[src/sv/pattern_permutation_rank_macros.svh]
// assertion macros for the pattern permutation rank block
`ifndef PATTERN_PERMUTATION_RANK_MACROS_SVH
`define PATTERN_PERMUTATION_RANK_MACROS_SVH

// same-cycle implication, checked outside reset
`define PPR_ASSERT_NOW(label, clk, rst_n, ante, cons) \
    label: assert property (@(posedge clk) disable iff (!(rst_n)) (ante) |-> (cons)) \
        else $error("pattern_permutation_rank: same-cycle check failed");

// next-cycle implication, checked outside reset
`define PPR_ASSERT_NEXT(label, clk, rst_n, ante, cons) \
    label: assert property (@(posedge clk) disable iff (!(rst_n)) (ante) |=> (cons)) \
        else $error("pattern_permutation_rank: next-cycle check failed");

`endif

[src/sv/ppr_pkg.sv]
package ppr_pkg;

    localparam int CELLS       = 16;
    localparam int MAX_PATTERN = 8;
    localparam int MAX_K       = (MAX_PATTERN < CELLS) ? MAX_PATTERN : CELLS;

    localparam int TILE_W  = 4;
    localparam int BOARD_W = 64;
    localparam int TILES_W = 32;
    localparam int SIZE_W  = 4;
    localparam int RANK_W  = 29;
    localparam int OUT_W   = ((RANK_W + 7) / 8) * 8;
    localparam int POS_W   = (CELLS > 1) ? $clog2(CELLS) : 1;
    localparam int KI_W    = $clog2(MAX_PATTERN + 1);

    localparam int STAGES  = 5;

    localparam int CFG_W     = 32;
    localparam int CFG_IDX_W = 1;
    localparam logic [CFG_IDX_W-1:0] CFG_PATTERN_TILES = 1'b0;
    localparam logic [CFG_IDX_W-1:0] CFG_PATTERN_SIZE  = 1'b1;

    localparam logic [TILES_W-1:0] TILES_RESET = 32'h7654_3210;
    localparam logic [SIZE_W-1:0]  SIZE_RESET  = 4'd8;

    typedef logic [POS_W-1:0]                t_pos;
    typedef t_pos [MAX_PATTERN-1:0]          t_pos_vec;
    typedef logic [RANK_W-1:0]               t_rank;
    typedef t_rank [MAX_PATTERN-1:0]         t_rank_vec;
    typedef t_rank_vec [MAX_PATTERN:0]       t_weight_tab;
    typedef logic [KI_W-1:0]                 t_k;

    // weight of slot i for pattern size k: product of (CELLS-m), m = i+1 .. k-1
    function automatic t_weight_tab weight_table();
        t_weight_tab tab;
        longint      w;
        for (int k = 0; k <= MAX_PATTERN; k++) begin
            for (int i = 0; i < MAX_PATTERN; i++) begin
                w = 1;
                for (int m = i + 1; m < k; m++) begin
                    w = (w * longint'(CELLS - m)) & ((longint'(1) << RANK_W) - 1);
                end
                tab[k][i] = (i < k) ? w[RANK_W-1:0] : '0;
            end
        end
        return tab;
    endfunction

    localparam t_weight_tab WEIGHTS = weight_table();

    function automatic t_k used_slots(input logic [SIZE_W-1:0] size);
        t_k k;
        if (int'(size) > MAX_K) begin
            k = KI_W'(MAX_K);
        end else begin
            k = size[KI_W-1:0];
        end
        return k;
    endfunction

endpackage

[src/sv/ppr_locate.sv]
module ppr_locate (
    input  logic [ppr_pkg::BOARD_W-1:0] i_board,
    input  logic [ppr_pkg::TILES_W-1:0] i_tiles,
    input  ppr_pkg::t_k                 i_k,
    output ppr_pkg::t_pos_vec           o_pos
);

    // last matching cell wins, absent tile and unused slot give zero
    always_comb begin
        o_pos = '0;
        for (int i = 0; i < ppr_pkg::MAX_PATTERN; i++) begin
            if (i < int'(i_k)) begin
                for (int c = 0; c < ppr_pkg::CELLS; c++) begin
                    if (i_board[ppr_pkg::TILE_W*c +: ppr_pkg::TILE_W] ==
                        i_tiles[ppr_pkg::TILE_W*i +: ppr_pkg::TILE_W]) begin
                        o_pos[i] = ppr_pkg::POS_W'(c);
                    end
                end
            end
        end
    end

endmodule

[src/sv/ppr_adjust.sv]
module ppr_adjust (
    input  ppr_pkg::t_pos_vec i_pos,
    output ppr_pkg::t_pos_vec o_pos
);

    // each slot in order lowers the later slots that sit above it
    always_comb begin
        ppr_pkg::t_pos_vec p;
        p = i_pos;
        for (int i = 0; i < ppr_pkg::MAX_PATTERN; i++) begin
            for (int j = i + 1; j < ppr_pkg::MAX_PATTERN; j++) begin
                if (p[j] > p[i]) begin
                    p[j] = p[j] - 1'b1;
                end
            end
        end
        o_pos = p;
    end

endmodule

[src/sv/ppr_weigh.sv]
module ppr_weigh (
    input  ppr_pkg::t_pos_vec  i_pos,
    input  ppr_pkg::t_k        i_k,
    output ppr_pkg::t_rank_vec o_prod
);

    always_comb begin
        for (int i = 0; i < ppr_pkg::MAX_PATTERN; i++) begin
            o_prod[i] = ppr_pkg::RANK_W'(ppr_pkg::RANK_W'(i_pos[i]) *
                                         ppr_pkg::WEIGHTS[i_k][i]);
        end
    end

endmodule

[src/sv/pattern_permutation_rank.sv]
// pattern_permutation_rank: pattern-database index of a sliding-tile board
// input stream s_axis carries one board per transaction, cell c in
// tdata bits 4c+3..4c; output stream m_axis returns one rank per board,
// in order, in the low 29 bits of tdata
// configuration: i_cfg_wr_en writes i_cfg_wdata to register i_cfg_idx
// (0 pattern_tiles, 1 pattern_size); write only while the pipeline is empty
// pipeline of five registers: input, tile positions, adjusted positions,
// weighted terms, rank; a board accepted into the input register moves
// through them in that order, and the rank register drives m_axis
// throughput is one board per cycle while m_axis_tready stays high; the
// position adjust chain and the eight-term sum set the cycle time
// every stage stalls on its own: s_axis_tready stays high while any stage
// holds a bubble, so boards keep entering while a rank waits on m_axis
// reset clears all stage valids and loads tiles 0..7 with pattern size 8
`include "pattern_permutation_rank_macros.svh"

module pattern_permutation_rank (
    input  logic                          i_clk,
    input  logic                          i_rst_n,
    input  logic                          i_cfg_wr_en,
    input  logic [ppr_pkg::CFG_IDX_W-1:0] i_cfg_idx,
    input  logic [ppr_pkg::CFG_W-1:0]     i_cfg_wdata,
    input  logic                          s_axis_tvalid,
    output logic                          s_axis_tready,
    input  logic [ppr_pkg::BOARD_W-1:0]   s_axis_tdata,  // board
    output logic                          m_axis_tvalid,
    input  logic                          m_axis_tready,
    output logic [ppr_pkg::OUT_W-1:0]     m_axis_tdata   // rank
);

    logic [ppr_pkg::TILES_W-1:0] r_tiles;
    logic [ppr_pkg::SIZE_W-1:0]  r_size;
    ppr_pkg::t_k                 w_k;

    logic [ppr_pkg::STAGES-1:0]  r_valid;
    logic [ppr_pkg::STAGES:0]    w_ready;

    logic [ppr_pkg::BOARD_W-1:0] r_board;
    ppr_pkg::t_pos_vec           r_pos;
    ppr_pkg::t_pos_vec           r_adj;
    ppr_pkg::t_rank_vec          r_prod;
    ppr_pkg::t_rank              r_rank;

    ppr_pkg::t_pos_vec           w_pos;
    ppr_pkg::t_pos_vec           w_adj;
    ppr_pkg::t_rank_vec          w_prod;
    ppr_pkg::t_rank              n_rank;

    assign w_k = ppr_pkg::used_slots(r_size);

    always_ff @(posedge i_clk) begin
        if (!i_rst_n) begin
            r_tiles <= ppr_pkg::TILES_RESET;
            r_size  <= ppr_pkg::SIZE_RESET;
        end else if (i_cfg_wr_en) begin
            unique case (i_cfg_idx)
                ppr_pkg::CFG_PATTERN_TILES: r_tiles <= i_cfg_wdata[ppr_pkg::TILES_W-1:0];
                ppr_pkg::CFG_PATTERN_SIZE:  r_size  <= i_cfg_wdata[ppr_pkg::SIZE_W-1:0];
                default: ;
            endcase
        end
    end

    // a stage takes new data when empty or when its successor takes its data
    always_comb begin
        w_ready[ppr_pkg::STAGES] = m_axis_tready;
        for (int s = ppr_pkg::STAGES - 1; s >= 0; s--) begin
            w_ready[s] = !r_valid[s] || w_ready[s+1];
        end
    end

    always_ff @(posedge i_clk) begin
        if (!i_rst_n) begin
            r_valid <= '0;
        end else begin
            if (w_ready[0]) begin
                r_valid[0] <= s_axis_tvalid;
            end
            for (int s = 1; s < ppr_pkg::STAGES; s++) begin
                if (w_ready[s]) begin
                    r_valid[s] <= r_valid[s-1];
                end
            end
        end
    end

    ppr_locate u_locate (
        .i_board (r_board),
        .i_tiles (r_tiles),
        .i_k     (w_k),
        .o_pos   (w_pos)
    );

    ppr_adjust u_adjust (
        .i_pos (r_pos),
        .o_pos (w_adj)
    );

    ppr_weigh u_weigh (
        .i_pos  (r_adj),
        .i_k    (w_k),
        .o_prod (w_prod)
    );

    always_comb begin
        n_rank = '0;
        for (int i = 0; i < ppr_pkg::MAX_PATTERN; i++) begin
            n_rank = n_rank + r_prod[i];
        end
    end

    always_ff @(posedge i_clk) begin
        if (w_ready[0]) begin
            r_board <= s_axis_tdata;
        end
        if (w_ready[1]) begin
            r_pos <= w_pos;
        end
        if (w_ready[2]) begin
            r_adj <= w_adj;
        end
        if (w_ready[3]) begin
            r_prod <= w_prod;
        end
        if (w_ready[4]) begin
            r_rank <= n_rank;
        end
    end

    assign s_axis_tready = w_ready[0];
    assign m_axis_tvalid = r_valid[ppr_pkg::STAGES-1];
    assign m_axis_tdata  = {{(ppr_pkg::OUT_W - ppr_pkg::RANK_W){1'b0}}, r_rank};

    `PPR_ASSERT_NOW(a_stall_only_when_full, i_clk, i_rst_n, !s_axis_tready, &r_valid)
    `PPR_ASSERT_NEXT(a_accept_fills_input, i_clk, i_rst_n, s_axis_tvalid && s_axis_tready, r_valid[0])
    `PPR_ASSERT_NEXT(a_last_term_reaches_output, i_clk, i_rst_n, r_valid[3] && w_ready[4], m_axis_tvalid)

endmodule

[config.mk]
export PLATFORM = sky130hd
export DESIGN_NAME = pattern_permutation_rank
export DESIGN_NICKNAME = d
export VERILOG_FILES = /design/src/sv/ppr_pkg.sv /design/src/sv/ppr_locate.sv /design/src/sv/ppr_adjust.sv /design/src/sv/ppr_weigh.sv /design/src/sv/pattern_permutation_rank.sv
export VERILOG_INCLUDE_DIRS = /design/src /design/src/sv
export SDC_FILE = /design/constraint.sdc
export NUM_CORES = 2
export LEC_CHECK = 0
export ABC_AREA = 1
export BUFFER_PORTS_ARGS = -buffer_cell sky130_fd_sc_hd__buf_4
export CAP_MARGIN = 10
export CORE_MARGIN = 8
export CORE_UTILIZATION = 65
export DETAILED_ROUTE_END_ITERATION = 10
export PLACE_DENSITY = 0.94
export SYNTH_ARGS = -nofsm -noshare
export SYNTH_HDL_FRONTEND = slang
export SYNTH_SLANG_ARGS = --single-unit
[constraint.sdc]
create_clock -name i_clk -period 16.5 [get_ports i_clk]
set_input_delay 2.475 -clock i_clk [delete_from_list [all_inputs] [get_ports i_clk]]
set_output_delay 2.475 -clock i_clk [all_outputs]
set_load 0.05 [all_outputs]
After elaboration in Yosys (flattened, before gate mapping):

Memories as Yosys holds them, arrays and structs flattened.
Cells that the tools add are included.
Widths: inputs -> output; s select.

* memories: 1
* bits of input ports: 102
* ROM bits: 3712
* output and inout bits: 34
* register bits after elaboration: 430

Memory list
* (name not given): words 16, bits a word 232, rd ports 1, clocked after Yosys merged registers in 0, wr ports 0, RTL line ppr_weigh.sv:10 `ppr_pkg::WEIGHTS[i_k][i]);`

* multipliers: 8
* mux-type cells: 150
* reduce and logical (&&, ||, !) cells: 12
* $lt $le $gt $ge: 38
* $add $sub $neg: 35
* bitwise logic cells: 1
* eq/ne operators: 120

Operator list (number)
* $eq 4x4->1: 120
* $mux 4: 93
* $mul 4x29->29: 8
* $mux 232: 1
* $add 29x29->29: 7
* $gt 4x4->1: 28
* $sub 4x1->4 const B: 28
* $mux 3: 32
* $mux 2: 16
* $lt 3x4->1 const A: 4
* $lt 1x4->1 const A: 2
* $lt 2x4->1 const A: 2
* $mux 1: 8
* $logic_not 1->1: 5
* $logic_or 1x1->1: 5
* $lt 4x5->1 const B: 1
* $gt 4x4->1 const B: 1
* $reduce_and 2->1: 2
* $not 1->1: 1

Depth between registers and ports, before layout:

* depth after elaboration: 16
* gate-level depth with buffers: 64
* depth with buffers taken out: 64

Cells and area by module:

From an unflattened synthesis, not the netlist that was laid out.

* cell total of the unflattened synthesis: 5567
* area total of the unflattened synthesis: 44876.8 um^2

By module, submodules not included
* pattern_permutation_rank: instances 1, area an instance 19921.6 um^2, cells each 1518
* ppr_weigh: instances 1, area an instance 12160.4 um^2, cells each 1960
* ppr_locate: instances 1, area an instance 7263.2 um^2, cells each 1128
* ppr_adjust: instances 1, area an instance 5531.6 um^2, cells each 961

Worst setup path after synthesis:

No wires, ideal clock.

* path type: input -> output
* start point: input port m_axis_tready
* end point: output port s_axis_tready
* required time: 14.025 ns
* slack: 5.565 ns
* data arrival time: 8.460 ns
* stages on the path: 8
* cell sequence: nor2_1 inv_1 nor2_1 inv_1 nor2_1 inv_1 nor2_1 nand2_1

* cells in the longest elaborated chain, start to end: 5

RTL lines
* start, declared: RTL line pattern_permutation_rank.sv:27 `input logic m_axis_tready,`
* $logic_or 1x1->1: RTL line pattern_permutation_rank.sv:68 `w_ready[s] = !r_valid[s] || w_ready[s+1];`
* named net w_ready (one bit): RTL line pattern_permutation_rank.sv:36 `logic [ppr_pkg::STAGES:0] w_ready;`
* $logic_or 1x1->1: RTL line pattern_permutation_rank.sv:68
* named net w_ready (one bit): RTL line pattern_permutation_rank.sv:36
* $logic_or 1x1->1: RTL line pattern_permutation_rank.sv:68
* named net w_ready (one bit): RTL line pattern_permutation_rank.sv:36
* $logic_or 1x1->1 (2 in a row): RTL line pattern_permutation_rank.sv:68
* end, declared: RTL line pattern_permutation_rank.sv:24 `output logic s_axis_tready,`

The timed path passes the listed nets, and every way through them passes these cells.

==> load_flow_metrics.sql <==
INSERT INTO impl_metrics (metric_group, metric, value, unit) VALUES
('finish', 'area.sequential', '9410', 'um2'),
('clocking', 'cts-buffers-inserted', '37', ''),
('setup_path', 'timing.critical_path.slowest_cell_delay', '0.66', 'ns'),
('setup_path', 'critPathBufInv', '8', ''),
('floorplanning', 'coreArea', '51500', 'um2'),
('yosys', 'synth-edff-count', '286', ''),
('global_route', 'grt.overflow.total', '0', ''),
('setup_path', 'crit_family', 'simple AND/OR/NAND/NOR gates', ''),
('setup_path', 'worstPathRequired', '16.81', 'ns'),
('clocking', 'cts_sinks', '327', ''),
('yosys', 'synth.top_cell.area_share', '0.253', ''),
('yosys', 'synth-seq-cells', '327', ''),
('worst_hold_path', 'hp-class', 'register to register', ''),
('timing', 'timing.hold.ws', '0.453', 'ns'),
('clocking', 'tritoncts', 'yes', ''),
('floorplanning', 'core.rowCount', '83', ''),
('timing', 'fin_crit', '9.77', 'ns'),
('finish', 'final_cell_mix', '596 x nand2_1, 500 x xnor2_1, 454 x inv_1', ''),
('global_route', 'm2_gr_usage', '0.480', ''),
('clocking', 'clk_transition_reported_paths', '0.06', 'ns'),
('finish', 'areaGrowthSynthToFinish', '7.49', '%'),
('yosys', 'count_of_cell_types_in_the_netlist', '46', ''),
('setup_path', 'worstSetupPathType', 'register to register', ''),
('yosys', 'synthesis.yosys.warnings', '0', ''),
('finish', 'final_common_cell', 'nand2_1', ''),
('clocking', 'ctsHoldBuffers', '0', ''),
('global_route', 'grt.met1_usage', '0.311', ''),
('global_route', 'grt_pass1_wl', '135000', 'um'),
('setup_path', 'ff2ff_setup_slack', '6.73', 'ns'),
('global_route', 'antenna_violations_before_repair', '1', ''),
('yosys', 'synth_seq_area_share', '0.277', ''),
('floorplanning', 'die_width', '245', 'um'),
('yosys', 'synth.top_cells.by_area', 'edfxtp_1 25%, xnor2_1 13%, ha_1 12%, fa_1 12%, nand2_1 6.6%', ''),
('setup_path', 'cpMaxStageDelayCell', 'xor2_1', ''),
('timing', 'timing.final.crit_share', '0.592', ''),
('detailed_routing', 'vias', '26900', ''),
('timing', 'worst_clock_skew', '0.0256', 'ns'),
('global_route', 'globalRouteMet3Util', '0.0494', ''),
('finish', 'diodes', '0', ''),
('clocking', 'ctsLongestPathBuffers', '3', ''),
('detailed_routing', 'drt-vias-per-instance', '5.92', ''),
('detailed_routing', 'drtIter0Drc', '2538', ''),
('floorplanning', 'initial_core_util', '0.659', ''),
('clocking', 'clock_latency_at_the_later_pin_of_the_worst_skew_pair', '0.56', 'ns'),
('finish', 'final_nets', '4486', ''),
('yosys', 'netlist_instances', '3816', ''),
('placement', 'hpwlAfterDp', '63500', 'um'),
('clocking', 'post-cts-setup-buffer-count', '0', ''),
('timing', 'worstMarginPinSlew', '1.20', 'ns'),
('setup_path', 'critPathMaxFanout', '7', ''),
('placement', 'gp_routability_congestion', '0.947', ''),
('setup_path', 'arrival', '10.07', 'ns'),
('timing', 'setup_failing_eps_final', '0', ''),
('timing', 'number_of_max_slew_violations_in_the_final_report', '0', ''),
('setup_path', 'critPathCaptureType', 'register', ''),
('timing', 'max_freq', '0.102', 'GHz'),
('floorplanning', 'die_h', '245', 'um'),
('detailed_routing', 'detail_route.first_pass.iterations', '6', ''),
('placement', 'port_buffers', '128', ''),
('placement', 'dpl-instance-area', '35300', 'um2'),
('detailed_routing', 'routed_wl', '82600', 'um'),
('run', 'timing.max_cap.violations', '0', ''),
('timing', 'fin_tns_setup', '0', 'ns'),
('timing', 'slew-limit-headroom', '0.201', ''),
('global_route', 'grt_usage', '0.274', ''),
('setup_path', 'crit_path_start_kind', 'register', ''),
('clocking', 'htree_num_levels', '2', ''),
('floorplanning', 'ioPinCount', '136', ''),
('outcome', 'status', 'finished clean', ''),
('yosys', 'avg_inst_size_synth', '8.90', 'um2'),
('setup_path', 'path_common_cell', 'nand2_1', '');
cell usage after synthesis (all sizes together) (74+ instances only):
master / number
xor2: 166
nand2: 683
xnor2: 500
nand3: 163
clkbuf: 91
nor2: 299
ha: 338
inv: 491
edfxtp: 286
o21ai: 74
a21oi: 174
fa: 210
nand4: 123
worst register-to-register path: cells and delay by family (launching register included):
family	cells	cell delay, ns
flops	1	0.38
compound gates	2	0.36
fa+ha+maj	7	2.33
xor+xnor	5	1.65
buf+inv	8	1.10
simple gates	35	3.73
metrics by stage:
stage / worst slack [ns] / instances
floorplan: 5.56 / 3818
global placement: 7.35 / 4477
detailed placement: 6.93 / 4477
CTS: 6.87 / 4544
global route: 5.97 / 4544
finish: 6.73 / 4544
path summary, 6_finish.rpt:
path	startpoint	end	depth (start not counted)
worst max-delay path	r_pos[1]$_SDFFCE_PP0P_	r_adj[31]$_DFFE_PP_	57
worst min-delay path	r_valid[2]$_SDFFE_PN0P_	r_valid[3]$_SDFFE_PN0P_	2
worst max register to register	r_pos[1]$_SDFFCE_PP0P_	r_adj[31]$_DFFE_PP_	57
worst min register to register	r_valid[2]$_SDFFE_PN0P_	r_valid[3]$_SDFFE_PN0P_	2
layer usage:
metal	routed length (um)	vias to the layer above	part of all wire
li1	-	12400	-
met1	30100	12700	0.36
met2	40500	1366	0.49
met3	6940	434	0.084
met4	4990	2	0.060
met5	7	-	0.000085
area by class of cell:
class                   count  area share
inverters                 495      0.0510
well taps                 680      0.0233
clock inverters            22     0.00754
multi-input cells        2840       0.606
clock buffers              45      0.0270
repair buffers            135      0.0278
flip-flops and latches    327       0.258
flip-flops by register name, summed over array words and instances, names as in the netlist:
signal	count
r_prod	133
r_board	60
r_adj	32
r_pos	32
r_tiles	32
r_rank	29
r_valid	5
r_size	4
kinds of logic (layout without fill, tap and decap cells):
kind of cell / Yosys count / in the layout / synth area share
compound gates: 310 / 310 / 0.0515
fa+ha+maj: 548 / 548 / 0.248
xor+xnor: 666 / 666 / 0.172
other cells: 1 / 3 / 0.000110
flops: 327 / 327 / 0.277
simple gates: 1313 / 1313 / 0.179
buf+inv: 651 / 697 / 0.0726
Power is left out: the tool's default activity adds up to more than one toggle a clock period on the data nets, which glitch-free logic cannot reach.
